[config.mk]
export PLATFORM = sky130hd
export DESIGN_NAME = periodic_poll_dispatcher_core
export DESIGN_NICKNAME = d
export VERILOG_FILES = /design/src/rtl/ppd_pkg.sv /design/src/rtl/periodic_poll_dispatcher_core.sv /design/src/rtl/ppd_ctrl.sv /design/src/rtl/ppd_dpath.sv
export SDC_FILE = /design/constraint.sdc
export NUM_CORES = 2
export LEC_CHECK = 0
export ABC_AREA = 0
export BUFFER_PORTS_ARGS = -buffer_cell sky130_fd_sc_hd__buf_2
export CORE_MARGIN = 2
export CORE_UTILIZATION = 43
export CTS_BUF_LIST = sky130_fd_sc_hd__clkbuf_4 sky130_fd_sc_hd__clkbuf_8
export DETAILED_ROUTE_END_ITERATION = 6
export PLACE_DENSITY_LB_ADDON = 0.1
export RECOVER_POWER = 100
export REMOVE_ABC_BUFFERS = 1
export SLEW_MARGIN = 30
export SYNTH_ARGS = -nofsm -noshare
export SYNTH_HDL_FRONTEND = slang
export SYNTH_SLANG_ARGS = --single-unit
[constraint.sdc]
create_clock -name clk -period 8.2 [get_ports clk]
set_input_delay 1.23 -clock clk [delete_from_list [all_inputs] [get_ports clk]]
set_output_delay 1.23 -clock clk [all_outputs]
set_load 0.1 [all_outputs]
[src/rtl/ppd_pkg.sv]
package ppd_pkg;

    localparam int TIME_W      = 32;
    localparam int ID_W        = 16;
    localparam int PERIOD_W    = 16;
    localparam int MUX_ADDR_W  = 8;
    localparam int MUX_CHAN_W  = 3;
    localparam int SLOT_W      = 4;
    localparam int SLEEP_W     = 8;
    localparam int KEY_W       = MUX_ADDR_W + MUX_CHAN_W;
    localparam int CFG_COUNT_W = 5;
    localparam int IN_DATA_W   = 80;
    localparam int OUT_DATA_W  = 40;
    localparam int APB_ADDR_W  = 3;
    localparam int APB_DATA_W  = 32;

    localparam logic [TIME_W-1:0] SLEEP_MIN     = 32'd5;
    localparam logic [TIME_W-1:0] SLEEP_MAX     = 32'd200;
    localparam logic [TIME_W-1:0] SLEEP_STOPPED = 32'd50;

    localparam logic MODE_LOAD  = 1'b0;
    localparam logic MODE_PASS  = 1'b1;
    localparam logic KIND_JOB   = 1'b0;
    localparam logic KIND_SLEEP = 1'b1;

    typedef enum logic
    {
        REG_JOB_COUNT = 1'b0,
        REG_RUNNING   = 1'b1
    } reg_idx_t;

    // Input payload, first field in the highest bits.
    typedef struct packed
    {
        logic [MUX_CHAN_W-1:0] mux_chan;
        logic [MUX_ADDR_W-1:0] mux_address;
        logic [PERIOD_W-1:0]   poll_period_ms;
        logic                  enabled;
        logic [ID_W-1:0]       sensor_id;
        logic [SLOT_W-1:0]     slot;
        logic [TIME_W-1:0]     now_ms;
    } in_item_t;

    // Result payload, first field in the highest bits.
    typedef struct packed
    {
        logic                  pad;
        logic [SLEEP_W-1:0]    sleep_ms;
        logic [MUX_CHAN_W-1:0] job_mux_chan;
        logic [MUX_ADDR_W-1:0] job_mux_address;
        logic [ID_W-1:0]       job_id;
        logic [SLOT_W-1:0]     job_slot;
    } out_item_t;

    typedef struct packed
    {
        logic [ID_W-1:0]       sensor_id;
        logic                  enabled;
        logic [PERIOD_W-1:0]   poll_period_ms;
        logic [MUX_ADDR_W-1:0] mux_address;
        logic [MUX_CHAN_W-1:0] mux_chan;
    } job_entry_t;

    typedef enum logic [2:0]
    {
        ST_IDLE,
        ST_SCAN,
        ST_EMIT_RD,
        ST_EMIT_OUT,
        ST_SLEEP,
        ST_STOP
    } state_t;

    typedef struct packed
    {
        logic load_wr;
        logic pass_start;
        logic scan_issue;
        logic emit_read;
        logic emit_load;
        logic sleep_load;
        logic stop_load;
    } ctrl_cmd_t;

    typedef struct packed
    {
        logic issue_more;
        logic scan_idle;
        logic list_empty;
        logic out_free;
    } ctrl_status_t;

endpackage

[src/rtl/periodic_poll_dispatcher_core.sv]
// Load item: taken while idle, table written at the transfer edge, no result.
// Pass item (running): scan of n = min(job_count, MAX_JOBS) entries through the one-read
// table port, then a list pop and a dispatch for each due job, then the closing sleep;
// the next item is taken only after the sleep result is loaded.
// Stopped pass: single sleep result loaded once the output register is free.
// Reset clears control state and both registers; table contents stay undefined.
module periodic_poll_dispatcher_core #(
    parameter int MAX_JOBS = 16
)
(
    input  logic                               clk,
    input  logic                               rst_n,
    // input stream
    input  logic                               s_tvalid,
    output logic                               s_tready,
    // now_ms, slot, sensor_id, enabled, poll_period_ms, mux_address, mux_chan
    input  logic [ppd_pkg::IN_DATA_W-1:0]      s_tdata,
    // mode
    input  logic                               s_tuser,
    // result stream
    output logic                               m_tvalid,
    input  logic                               m_tready,
    // job_slot, job_id, job_mux_address, job_mux_chan, sleep_ms, zero pad
    output logic [ppd_pkg::OUT_DATA_W-1:0]     m_tdata,
    // kind
    output logic                               m_tuser,
    output logic                               m_tlast,
    // register port
    input  logic                               psel,
    input  logic                               penable,
    input  logic                               pwrite,
    input  logic [ppd_pkg::APB_ADDR_W-1:0]     paddr,
    input  logic [ppd_pkg::APB_DATA_W-1:0]     pwdata,
    output logic [ppd_pkg::APB_DATA_W-1:0]     prdata,
    output logic                               pready
);
    import ppd_pkg::*;

    logic [CFG_COUNT_W-1:0] job_count_reg;
    logic                   running_reg;
    logic                   cfg_wr;
    reg_idx_t               cfg_idx;

    ctrl_cmd_t    cmd;
    ctrl_status_t status;

    // Registers are word aligned; bit 2 selects the register.
    assign pready  = 1'b1;
    assign cfg_wr  = psel && penable && pwrite && pready;
    assign cfg_idx = reg_idx_t'(paddr[2]);

    always_ff @(posedge clk or negedge rst_n)
    begin
        if (!rst_n)
        begin
            job_count_reg <= '0;
            running_reg   <= 1'b0;
        end
        else if (cfg_wr)
        begin
            case (cfg_idx)
                REG_JOB_COUNT: job_count_reg <= pwdata[CFG_COUNT_W-1:0];
                REG_RUNNING:   running_reg   <= pwdata[0];
                default:       running_reg   <= running_reg;
            endcase
        end
    end

    always_comb
    begin
        case (cfg_idx)
            REG_JOB_COUNT: prdata = APB_DATA_W'(job_count_reg);
            REG_RUNNING:   prdata = APB_DATA_W'(running_reg);
            default:       prdata = '0;
        endcase
    end

    // Sequencer: decides transfers, scan, pop/dispatch and the closing sleep.
    ppd_ctrl u_ctrl
    (
        .clk      (clk),
        .rst_n    (rst_n),
        .s_tvalid (s_tvalid),
        .s_tready (s_tready),
        .mode     (s_tuser),
        .running  (running_reg),
        .status   (status),
        .cmd      (cmd)
    );

    // Table memories, scan pipeline, sorted dispatch list and result register.
    ppd_dpath #(
        .MAX_JOBS (MAX_JOBS)
    ) u_dpath
    (
        .clk       (clk),
        .rst_n     (rst_n),
        .cmd       (cmd),
        .status    (status),
        .s_tdata   (s_tdata),
        .job_count (job_count_reg),
        .m_tvalid  (m_tvalid),
        .m_tready  (m_tready),
        .m_tdata   (m_tdata),
        .m_tuser   (m_tuser),
        .m_tlast   (m_tlast)
    );

endmodule

[src/rtl/ppd_ctrl.sv]
module ppd_ctrl
(
    input  logic                 clk,
    input  logic                 rst_n,
    input  logic                 s_tvalid,
    output logic                 s_tready,
    input  logic                 mode,
    input  logic                 running,
    input  ppd_pkg::ctrl_status_t status,
    output ppd_pkg::ctrl_cmd_t    cmd
);
    import ppd_pkg::*;

    state_t state_reg;
    state_t state_next;

    always_ff @(posedge clk or negedge rst_n)
    begin
        if (!rst_n)
        begin
            state_reg <= ST_IDLE;
        end
        else
        begin
            state_reg <= state_next;
        end
    end

    always_comb
    begin
        state_next = state_reg;
        case (state_reg)
            ST_IDLE:
            begin
                if (s_tvalid && mode == MODE_PASS)
                begin
                    state_next = running ? ST_SCAN : ST_STOP;
                end
            end
            ST_SCAN:
            begin
                if (!status.issue_more && status.scan_idle)
                begin
                    state_next = status.list_empty ? ST_SLEEP : ST_EMIT_RD;
                end
            end
            ST_EMIT_RD:
            begin
                state_next = ST_EMIT_OUT;
            end
            ST_EMIT_OUT:
            begin
                if (status.out_free)
                begin
                    state_next = status.list_empty ? ST_SLEEP : ST_EMIT_RD;
                end
            end
            ST_SLEEP, ST_STOP:
            begin
                if (status.out_free)
                begin
                    state_next = ST_IDLE;
                end
            end
            default:
            begin
                state_next = ST_IDLE;
            end
        endcase
    end

    always_comb
    begin
        cmd      = '0;
        s_tready = 1'b0;
        case (state_reg)
            ST_IDLE:
            begin
                s_tready       = 1'b1;
                cmd.load_wr    = s_tvalid && mode == MODE_LOAD;
                cmd.pass_start = s_tvalid && mode == MODE_PASS && running;
            end
            ST_SCAN:
            begin
                cmd.scan_issue = status.issue_more;
            end
            ST_EMIT_RD:
            begin
                cmd.emit_read = 1'b1;
            end
            ST_EMIT_OUT:
            begin
                cmd.emit_load = status.out_free;
            end
            ST_SLEEP:
            begin
                cmd.sleep_load = status.out_free;
            end
            ST_STOP:
            begin
                cmd.stop_load = status.out_free;
            end
            default:
            begin
                cmd = '0;
            end
        endcase
    end

`ifndef SYNTHESIS
    a_pass_enters_scan: assert property (@(posedge clk) disable iff (!rst_n)
        cmd.pass_start |=> state_reg == ST_SCAN)
        else $error("pass start did not enter the scan");

    a_pop_then_emit: assert property (@(posedge clk) disable iff (!rst_n)
        cmd.emit_read |=> state_reg == ST_EMIT_OUT)
        else $error("list pop not followed by dispatch");
`endif

endmodule

[src/rtl/ppd_dpath.sv]
module ppd_dpath #(
    parameter int MAX_JOBS = 16
)
(
    input  logic                                clk,
    input  logic                                rst_n,
    input  ppd_pkg::ctrl_cmd_t                  cmd,
    output ppd_pkg::ctrl_status_t               status,
    input  logic [ppd_pkg::IN_DATA_W-1:0]       s_tdata,
    input  logic [ppd_pkg::CFG_COUNT_W-1:0]     job_count,
    output logic                                m_tvalid,
    input  logic                                m_tready,
    output logic [ppd_pkg::OUT_DATA_W-1:0]      m_tdata,
    output logic                                m_tuser,
    output logic                                m_tlast
);
    import ppd_pkg::*;

    localparam int AW = (MAX_JOBS > 1) ? $clog2(MAX_JOBS) : 1;
    localparam int CW = $clog2(MAX_JOBS + 1);
    localparam int NW = (CW > CFG_COUNT_W) ? CW : CFG_COUNT_W;

    in_item_t item;
    assign item = in_item_t'(s_tdata);

    // Load decode: slots past the table are dropped.
    logic [6:0]    slot_wide;
    logic          slot_ok;
    logic [AW-1:0] wr_addr;
    assign slot_wide = 7'(item.slot);
    assign slot_ok   = slot_wide < 7'(MAX_JOBS);
    assign wr_addr   = slot_wide[AW-1:0];

    logic [NW-1:0] count_wide;
    logic [CW-1:0] n_jobs;
    assign count_wide = NW'(job_count);
    assign n_jobs     = (count_wide > NW'(MAX_JOBS)) ? CW'(MAX_JOBS) : count_wide[CW-1:0];

    logic [TIME_W-1:0] now_reg;
    logic [TIME_W-1:0] soonest_reg;
    logic [CW-1:0]     scan_idx_reg;

    // Table storage.
    job_entry_t        entry_mem [MAX_JOBS];
    logic [TIME_W-1:0] due_mem   [MAX_JOBS];

    job_entry_t        rd_entry_reg;
    logic [TIME_W-1:0] rd_due_reg;
    logic [AW-1:0]     rd_slot_reg;
    logic              rd_v_reg;

    logic [AW-1:0]     lst_slot_reg [MAX_JOBS];
    logic [KEY_W-1:0]  lst_key_reg  [MAX_JOBS];
    logic [CW-1:0]     lst_cnt_reg;
    logic [AW-1:0]     emit_slot_reg;

    logic              rd_en;
    logic [AW-1:0]     rd_addr;
    logic              due_we;
    logic [AW-1:0]     due_waddr;
    logic [TIME_W-1:0] due_wdata;

    assign rd_en     = cmd.scan_issue || cmd.emit_read;
    assign rd_addr   = cmd.scan_issue ? scan_idx_reg[AW-1:0] : lst_slot_reg[0];
    assign due_we    = (cmd.load_wr && slot_ok) || cmd.emit_load;
    assign due_waddr = cmd.emit_load ? emit_slot_reg : wr_addr;
    assign due_wdata = cmd.emit_load ? now_reg + TIME_W'(rd_entry_reg.poll_period_ms)
                                     : item.now_ms;

    always_ff @(posedge clk)
    begin
        if (cmd.load_wr && slot_ok)
        begin
            entry_mem[wr_addr] <= '{sensor_id:      item.sensor_id,
                                    enabled:        item.enabled,
                                    poll_period_ms: item.poll_period_ms,
                                    mux_address:    item.mux_address,
                                    mux_chan:       item.mux_chan};
        end
    end

    always_ff @(posedge clk)
    begin
        if (due_we)
        begin
            due_mem[due_waddr] <= due_wdata;
        end
    end

    always_ff @(posedge clk)
    begin
        if (rd_en)
        begin
            rd_entry_reg <= entry_mem[rd_addr];
            rd_due_reg   <= due_mem[rd_addr];
            rd_slot_reg  <= rd_addr;
        end
    end

    // Evaluate stage: due test and the due time the entry holds after this pass.
    logic [TIME_W-1:0] due_diff;
    logic              is_due;
    logic [TIME_W-1:0] eff_due;
    assign due_diff = now_reg - rd_due_reg;
    assign is_due   = rd_entry_reg.enabled && !due_diff[TIME_W-1];
    assign eff_due  = is_due ? now_reg + TIME_W'(rd_entry_reg.poll_period_ms) : rd_due_reg;

    logic              ev_v_reg;
    logic              ev_en_reg;
    logic              ev_due_reg;
    logic [TIME_W-1:0] ev_eff_reg;
    logic [KEY_W-1:0]  ev_key_reg;
    logic [AW-1:0]     ev_slot_reg;

    always_ff @(posedge clk or negedge rst_n)
    begin
        if (!rst_n)
        begin
            rd_v_reg <= 1'b0;
            ev_v_reg <= 1'b0;
        end
        else
        begin
            rd_v_reg <= cmd.scan_issue;
            ev_v_reg <= rd_v_reg;
        end
    end

    always_ff @(posedge clk)
    begin
        ev_en_reg   <= rd_entry_reg.enabled;
        ev_due_reg  <= is_due;
        ev_eff_reg  <= eff_due;
        ev_key_reg  <= {rd_entry_reg.mux_address, rd_entry_reg.mux_chan};
        ev_slot_reg <= rd_slot_reg;
    end

    // Soonest-time walk, in slot order.
    logic [TIME_W-1:0] soon_diff;
    assign soon_diff = ev_eff_reg - soonest_reg;

    always_ff @(posedge clk)
    begin
        if (cmd.pass_start)
        begin
            now_reg     <= item.now_ms;
            soonest_reg <= item.now_ms + SLEEP_MAX;
        end
        else if (ev_v_reg && ev_en_reg && soon_diff[TIME_W-1])
        begin
            soonest_reg <= ev_eff_reg;
        end
    end

    always_ff @(posedge clk or negedge rst_n)
    begin
        if (!rst_n)
        begin
            scan_idx_reg <= '0;
        end
        else if (cmd.pass_start)
        begin
            scan_idx_reg <= '0;
        end
        else if (cmd.scan_issue)
        begin
            scan_idx_reg <= scan_idx_reg + CW'(1);
        end
    end

    // Sorted dispatch list: insert keeps equal keys in arrival (slot) order,
    // pop shifts toward the head.
    logic              ins;
    logic [MAX_JOBS-1:0] gt;
    logic [AW-1:0]     lst_slot_next [MAX_JOBS];
    logic [KEY_W-1:0]  lst_key_next  [MAX_JOBS];

    assign ins = ev_v_reg && ev_due_reg;

    always_comb
    begin
        for (int i = 0; i < MAX_JOBS; i++)
        begin
            gt[i]            = (CW'(i) >= lst_cnt_reg) || (lst_key_reg[i] > ev_key_reg);
            lst_slot_next[i] = lst_slot_reg[i];
            lst_key_next[i]  = lst_key_reg[i];
        end
        if (ins)
        begin
            if (gt[0])
            begin
                lst_slot_next[0] = ev_slot_reg;
                lst_key_next[0]  = ev_key_reg;
            end
            for (int i = 1; i < MAX_JOBS; i++)
            begin
                if (gt[i])
                begin
                    lst_slot_next[i] = gt[i-1] ? lst_slot_reg[i-1] : ev_slot_reg;
                    lst_key_next[i]  = gt[i-1] ? lst_key_reg[i-1]  : ev_key_reg;
                end
            end
        end
        else if (cmd.emit_read)
        begin
            for (int i = 0; i < MAX_JOBS - 1; i++)
            begin
                lst_slot_next[i] = lst_slot_reg[i+1];
                lst_key_next[i]  = lst_key_reg[i+1];
            end
        end
    end

    always_ff @(posedge clk)
    begin
        for (int i = 0; i < MAX_JOBS; i++)
        begin
            lst_slot_reg[i] <= lst_slot_next[i];
            lst_key_reg[i]  <= lst_key_next[i];
        end
        if (cmd.emit_read)
        begin
            emit_slot_reg <= lst_slot_reg[0];
        end
    end

    always_ff @(posedge clk or negedge rst_n)
    begin
        if (!rst_n)
        begin
            lst_cnt_reg <= '0;
        end
        else if (cmd.pass_start)
        begin
            lst_cnt_reg <= '0;
        end
        else if (ins)
        begin
            lst_cnt_reg <= lst_cnt_reg + CW'(1);
        end
        else if (cmd.emit_read)
        begin
            lst_cnt_reg <= lst_cnt_reg - CW'(1);
        end
    end

    // Sleep clamp.
    logic [TIME_W-1:0]  wait_diff;
    logic [TIME_W-1:0]  wait_clamped;
    assign wait_diff    = soonest_reg - now_reg;
    assign wait_clamped = (wait_diff[TIME_W-1] || wait_diff < SLEEP_MIN) ? SLEEP_MIN :
                          (wait_diff > SLEEP_MAX) ? SLEEP_MAX : wait_diff;

    // Output register.
    logic      m_tvalid_reg;
    out_item_t m_data_reg;
    logic      m_kind_reg;
    logic      m_last_reg;
    logic      out_free;
    logic [6:0] emit_slot_wide;

    assign out_free       = !m_tvalid_reg || m_tready;
    assign emit_slot_wide = 7'(emit_slot_reg);

    always_ff @(posedge clk or negedge rst_n)
    begin
        if (!rst_n)
        begin
            m_tvalid_reg <= 1'b0;
        end
        else if (cmd.emit_load || cmd.sleep_load || cmd.stop_load)
        begin
            m_tvalid_reg <= 1'b1;
        end
        else if (m_tready)
        begin
            m_tvalid_reg <= 1'b0;
        end
    end

    always_ff @(posedge clk)
    begin
        if (cmd.emit_load)
        begin
            m_data_reg <= '{pad:             1'b0,
                            sleep_ms:        '0,
                            job_mux_chan:    rd_entry_reg.mux_chan,
                            job_mux_address: rd_entry_reg.mux_address,
                            job_id:          rd_entry_reg.sensor_id,
                            job_slot:        emit_slot_wide[SLOT_W-1:0]};
            m_kind_reg <= KIND_JOB;
            m_last_reg <= 1'b0;
        end
        else if (cmd.sleep_load || cmd.stop_load)
        begin
            m_data_reg <= '{pad:             1'b0,
                            sleep_ms:        cmd.stop_load ? SLEEP_STOPPED[SLEEP_W-1:0]
                                                           : wait_clamped[SLEEP_W-1:0],
                            job_mux_chan:    '0,
                            job_mux_address: '0,
                            job_id:          '0,
                            job_slot:        '0};
            m_kind_reg <= KIND_SLEEP;
            m_last_reg <= 1'b1;
        end
    end

    assign m_tvalid = m_tvalid_reg;
    assign m_tdata  = m_data_reg;
    assign m_tuser  = m_kind_reg;
    assign m_tlast  = m_last_reg;

    assign status.issue_more = scan_idx_reg < n_jobs;
    assign status.scan_idle  = !rd_v_reg && !ev_v_reg;
    assign status.list_empty = lst_cnt_reg == '0;
    assign status.out_free   = out_free;

`ifndef SYNTHESIS
    a_list_bound: assert property (@(posedge clk) disable iff (!rst_n)
        lst_cnt_reg <= CW'(MAX_JOBS))
        else $error("dispatch list overflow");

    a_last_on_sleep: assert property (@(posedge clk) disable iff (!rst_n)
        m_tvalid_reg |-> m_last_reg == m_kind_reg)
        else $error("last flag does not match result kind");

    a_sleep_range: assert property (@(posedge clk) disable iff (!rst_n)
        m_tvalid_reg && m_kind_reg == KIND_SLEEP |->
        m_data_reg.sleep_ms >= SLEEP_MIN[SLEEP_W-1:0] &&
        m_data_reg.sleep_ms <= SLEEP_MAX[SLEEP_W-1:0])
        else $error("sleep time out of range");
`endif

endmodule
Word level (Yosys, flattened, before mapping)

Memories as Yosys holds them, arrays and structs flattened. A register that Yosys moved wholly into a read port is not among the register bits.
Cells that the tools add are included.

Word-level logic and storage cells: 240
Memory bits (writable): 1456
Output and inout bits: 77
Register bits after elaboration: 183
Memories: 4
Input bits: 123

Memories:

| memory               | words | bits a word | read ports | clocked after Yosys merged registers in | write ports | RTL line        | RTL |
|---|---|---|---|---|---|---|---|
| u_dpath.entry_mem    | 16    | 44          | 1          | 1                                       | 1           | ppd_dpath.sv:44 | `job_entry_t entry_mem [MAX_JOBS];` |
| u_dpath.due_mem      | 16    | 32          | 1          | 1                                       | 1           | ppd_dpath.sv:45 | `logic [TIME_W-1:0] due_mem [MAX_JOBS];` |
| u_dpath.lst_key_reg  | 16    | 11          | 16         | 0                                       | 16          | ppd_dpath.sv:53 | `logic [KEY_W-1:0] lst_key_reg [MAX_JOBS];` |
| u_dpath.lst_slot_reg | 16    | 4           | 16         | 0                                       | 16          | ppd_dpath.sv:52 | `logic [AW-1:0] lst_slot_reg [MAX_JOBS];` |

Add/sub/neg operators: 8
Reductions and logical operators: 51
Magnitude comparators: 37
Bitwise gates (word level): 2
Equal/unequal tests: 9
Mux-type cells: 106

Operators with widths:

| cell                                                             | count |
|---|---|
| two-way mux 11 bit                                               | 32 |
| two-way mux 165 bit                                              | 2 |
| > comparator 11 bit                                              | 16 |
| two-way mux 4 bit                                                | 34 |
| two-way mux 32 bit                                               | 4 |
| two-way mux 60 bit                                               | 2 |
| subtractor 32 bit                                                | 3 |
| case mux 32 bit (2 select lines)                                 | 1 |
| two-way mux 31 bit                                               | 2 |
| greater-or-equal comparator 4 x 5 -> 1 bit, first input constant | 8 |
| adder 32 x 16 -> 32 bit                                          | 1 |
| adder 32 x 8 -> 32 bit, second input constant                    | 1 |
| > comparator 32 x 8 -> 1 bit, second input constant              | 1 |
| < comparator 32 x 3 -> 1 bit, second input constant              | 1 |
| two-way mux 5 bit                                                | 6 |
| two-way mux 8 bit                                                | 3 |
| logical OR 1 bit                                                 | 23 |
| greater-or-equal comparator 3 x 5 -> 1 bit, first input constant | 4 |
| two-way mux 3 bit                                                | 6 |
| case mux 3 bit (5 select lines)                                  | 1 |
| logical AND 1 bit                                                | 12 |
| two-way mux 1 bit                                                | 12 |
| adder 5 x 1 -> 5 bit, second input constant                      | 2 |
| greater-or-equal comparator 1 x 5 -> 1 bit, first input constant | 2 |
| 19 further kinds                                                 | 34 |

Logic depth before layout (Yosys ltp)

Depth after elaboration: 7
Gate-level depth with buffers: 17

Modules after synthesis

A second synthesis with hierarchy kept.

Cell total of the unflattened synthesis: 6653
Area total of the unflattened synthesis: 78953.2 sq um

Modules (own cells, without submodules):

| module                        | cells an instance | area each (sq um) | times used |
|---|---|---|---|
| ppd_dpath                     | 6568              | 78172.5           | 1 |
| periodic_poll_dispatcher_core | 49                | 511.7             | 1 |
| ppd_ctrl                      | 36                | 269.0             | 1 |

Worst setup path after synthesis

Ideal clock, no wire load.

Path type: reg-to-reg
From: reg u_ctrl.state_reg[1]
To: mem u_dpath.entry_mem[12][0] (netlist bit), enable pin
Clock period less this slack: 6.872 ns
Path buffers: 1
Arrival: 6.373 ns
Data required time: 7.700 ns
Setup time: 0.500 ns
Slack: 1.328 ns
Cell stages (with the launch flop): 7
Cells stage by stage: dfrtp_1 -> clkbuf_1 -> nor3_1 -> nand2_1 -> nor2_1 -> nand3_1 -> nor3_1

Word-level cells in the longest chain between the ends: 5

RTL lines:

| item                                    | RTL line        | RTL |
|---|---|---|
| start, declared                         | ppd_ctrl.sv:14  | `state_t state_reg;` |
| start signal, assigned                  | ppd_ctrl.sv:25  | `state_reg <= state_next;` |
| logical NOT 3 bit                       | ppd_ctrl.sv:76  | `case (state_reg)` |
| two-way mux 2 bit                       | ppd_ctrl.sv:76  |  |
| logical AND 1 bit                       | ppd_dpath.sv:72 | `if (cmd.load_wr && slot_ok)` |
| two-way mux 1 bit                       | ppd_dpath.sv:72 |  |
| two-way mux 1 bit (implied by the code) | ppd_dpath.sv:74 | `entry_mem[wr_addr] <= '{sensor_id: item.sensor_id,` |
| end, declared                           | ppd_dpath.sv:44 |  |

Every way passes these cells.

Worst setup path after layout

From: reg u_ctrl.state_reg[0]
To: mem u_dpath.entry_mem[7][10] (netlist bit), enable pin

The elaborated chain is that of the path after synthesis.

==> flow_metrics.tcl <==
set metrics [dict create \
    fin_nets 6834 \
    intPower_mw 21.4 \
    drive_above_1_share_pct 9.97 \
    relSlewSlack_pct -184 \
    wl_per_cell_microns 24.6 \
    cts_sinks 1715 \
    reg2reg_depth 6 \
    h-tree-depth 5 \
    drt_first_iter_violations 4156 \
    cts_root_buf "clkbuf_8" \
    grt_pass1_wl_mm 325 \
    synth_seq_cells 1715 \
    ys_types 94 \
    synth_flop_cell "edfxtp_1" \
    dpl.hpwl_mm 129 \
    vias_per_cell 5.64 \
    async_flop_share_pct 1.28 \
    largest_register_ffs 704 \
    r2r-end "u_dpath.entry_mem[7][10]$_DFFE_PP_" \
    vias 50800 \
    cts_hold_buf 0 \
    antenna_found_initial 31 \
    cts_setup_buffers 0 \
    end_kind "register" \
    leakage_nw 32.0 \
    whs_ns 0.341 \
    hold_viol_final 0 \
    outcome "finished with violations" \
    fin_skew_ns 0.0808 \
    switching_share_pct 40.6 \
    fin_crit_sh_pct 78.9 \
    hold_path.class "register to register" \
    rr_startpoint "u_ctrl.state_reg[0]$_DFFE_PN0P_" \
    clock_latency_ns 1.04 \
    seqPwrFrac_pct 37.5 \
    cts_tree "built" \
    pwr_density_cell_mw_per_mm2 414 \
    syn_area_sq_mm 0.0778 \
    syn_to_final_growth_pct 11.7 \
    synth_top_area_share_pct 63.1 \
    avgSynthCellArea_sq_um 12.6 \
    fp.dieW_microns 429 \
    tightest_slew_ns 4.26 \
    critPathKind "register to register" \
    final_max_slew_viol_count 1454 \
    numCtsBuffers 311 \
    firstDrtPassIters 7 \
    place_congestion 0.834 \
    drcViolationCount 0 \
    ios 200 \
    critPathArrivalTime_ns 7.00 \
    rsz0062_at_grt "no" \
    p_clk_share_pct 21.7 \
    vdd_drop_max_mv 0.290 \
    required_ns 8.73 \
    nFillCells 16300 \
    rows 156 \
    final_cells 9006 \
    cts.clk_slew.worst_paths_ns 0.06 \
    crit_slowest_cell "clkbuf_1" \
    grt_overflow 0 \
    cap_violations 41 \
    io_buffer_count 141 \
    cts_resized 0 \
    synth-edff-count 1635 \
    violations "capacitance limit, slew limit" \
    wl_mm 221 \
    coreArea_sq_mm 0.180 \
    first_global_vias 50000 \
    synth_cells 6168 \
    r2r_slack_ns 1.73 \
    start_kind "register" \
    antenna_left 0 \
    clockBufferDepth 4 \
    max_freq_mhz 155 \
    comb_power_share_pct 40.8 \
    max_stage_delay_ns 2.23 \
    setup_viol_count_final 0 \
    power_mw 35.9 \
    finalWorstPathRequiredPeriod_ns 6.47 \
    dp.cells 8470 \
    hold_end "u_dpath.ev_slot_reg[0]$_DFF_P_" \
    grt_max_degree 243 \
    worstHoldPathCells 0 \
    min_from "u_dpath.rd_slot_reg[0]$_DFFE_PP_" \
    critPathMaxFanout 31 \
    yosysWarnings 0 \
    p_sw_mw 14.6 \
    crit_chain "nor3_1 > nand2_1 > nor2_1 > nand2_1 > nor2_1 > clkbuf_1" \
    synth.area.top_cells "edfxtp_1 63%, nand2_1 6.2%, ha_1 4.7%" \
    yosys.area.top_type "edfxtp_1" \
    fp.dieH_microns 429 \
    start_util_pct 43.1 \
    ys_seq_area_share_pct 65.3 \
    track_usage_pct 23.5 \
    die_area_sq_mm 0.184 \
]
-- metrics by stage --
step / util (%) / instance area [sq um] / TNS [ns] / worst slack [ns]
after floorplan: - / 76300 / -3214.05 / -41.48
after global placement: 45.2 / 81600 / 0 / 3.12
after detailed placement: 45.3 / 81700 / 0 / 3.14
after CTS: 48.5 / 87500 / 0 / 3.10
after global routing: 48.2 / 86900 / 0 / 1.54
final: 48.2 / 86900 / 0 / 1.73
-- power groups by stage --
stage	sequential (mW)	clock (mW)	combinational [mW]
after floorplan	13.6	0	8.91
after global placement	13.6	0	14.7
after detailed placement	13.6	0	14.9
after CTS	13.4	8.00	15.0
after global routing	13.6	8.37	16.2
final	13.5	7.79	14.7
-- kinds of logic (layout without fill, tap and decap cells) --
| logic type | Yosys count | count (layout) | share of synthesized area (%) |
|---|---|---|---|
| mux | 368 | 368 | 5.18 |
| buf+inv | 528 | 960 | 2.75 |
| fa+ha+maj | 296 | 296 | 4.78 |
| other cells | 2 | 38 | 0.00965 |
| flops | 1715 | 1715 | 65.3 |
| simple gates | 2094 | 2094 | 11.9 |
| xor+xnor | 80 | 80 | 0.901 |
| compound gates | 1085 | 1085 | 9.15 |
-- layer usage --
metal / routed length [microns] / share of wire [%] / vias up / track usage (%)
li1: - / - / 23600 / -
met1: 98000 / 44 / 25300 / 32.3
met2: 106000 / 48 / 1517 / 38.8
met3: 12200 / 5.5 / 370 / 3.47
met4: 5520 / 2.5 / 4 / 6.72
met5: 24 / 0.011 / - / 0
-- cell usage after synthesis, types with 20 or more instances --
cell type / instances
edfxtp_1: 1635
o21a_1: 63
buf_4: 30
nand4_1: 54
xnor2_1: 46
nand2b_1: 30
and3_1: 139
inv_1: 147
xor2_1: 34
clkbuf_1: 301
ha_1: 294
a31oi_1: 127
or3_1: 20
o221ai_1: 69
mux2_2: 39
dfxtp_1: 58
mux4_2: 24
nor2_1: 132
nor3_1: 40
a311oi_1: 81
a211oi_1: 29
buf_1: 31
a21o_1: 58
dfrtp_1: 22
nand2_1: 1279
nor2b_1: 35
a21oi_1: 137
nand3_1: 264
and2_1: 63
a221o_1: 52
mux2i_1: 305
o21ai_0: 376
-- cell usage in the layout (no fill, tap or decap), types with 63 or more instances in the layout --
cell,instances
ha_1,294
inv_1,146
a311oi_1,81
clkbuf_1,207
o21ai_0,376
a21oi_1,137
nand3_1,264
nand2_1,1277
clkinv_1,63
clkbuf_4,109
nor2_1,105
mux2i_1,303
o221ai_1,69
and3_1,139
a31oi_1,118
clkbuf_8,332
edfxtp_1,1635
o21a_1,63
-- worst max-delay path, delay by kind of cell (launching register included) --
| family | cells | cell delay [ns] |
|---|---|---|
| buffers and inverters | 1 | 2.23 |
| DFF | 1 | 0.51 |
| and+or+nand+nor | 5 | 3.23 |
-- worst max-delay path by stage --
stage	endpoint	slack, ns	from
2_1_floorplan	u_dpath.rd_due_reg[29]$_DFFE_PP_	-41.48	job_count_reg[4]$_DFFE_PN0P_
3_3_place_gp	u_dpath.rd_entry_reg[5]$_DFFE_PP_	3.12	job_count_reg[0]$_DFFE_PN0P_
3_5_place_dp	u_dpath.rd_entry_reg[5]$_DFFE_PP_	3.14	job_count_reg[0]$_DFFE_PN0P_
4_1_cts	u_dpath.rd_due_reg[22]$_DFFE_PP_	3.10	job_count_reg[0]$_DFFE_PN0P_
5_1_grt	u_dpath.entry_mem[7][10]$_DFFE_PP_	1.54	u_ctrl.state_reg[0]$_DFFE_PN0P_
6_report	u_dpath.entry_mem[7][10]$_DFFE_PP_	1.73	u_ctrl.state_reg[0]$_DFFE_PN0P_
-- layout make-up --
class | instances | area (sq um) | share of cell area [%]
multi-input cells | 3952 | 25200 | 29.1
well taps | 2370 | 2970 | 3.41
diodes | 9 | 22.5 | 0.0259
flip-flops and latches | 1715 | 50800 | 58.5
repair buffers | 284 | 1400 | 1.61
inverters | 151 | 582 | 0.670
clock buffers | 441 | 5390 | 6.20
clock inverters | 84 | 465 | 0.536
(Power assumes the default switching activity.)
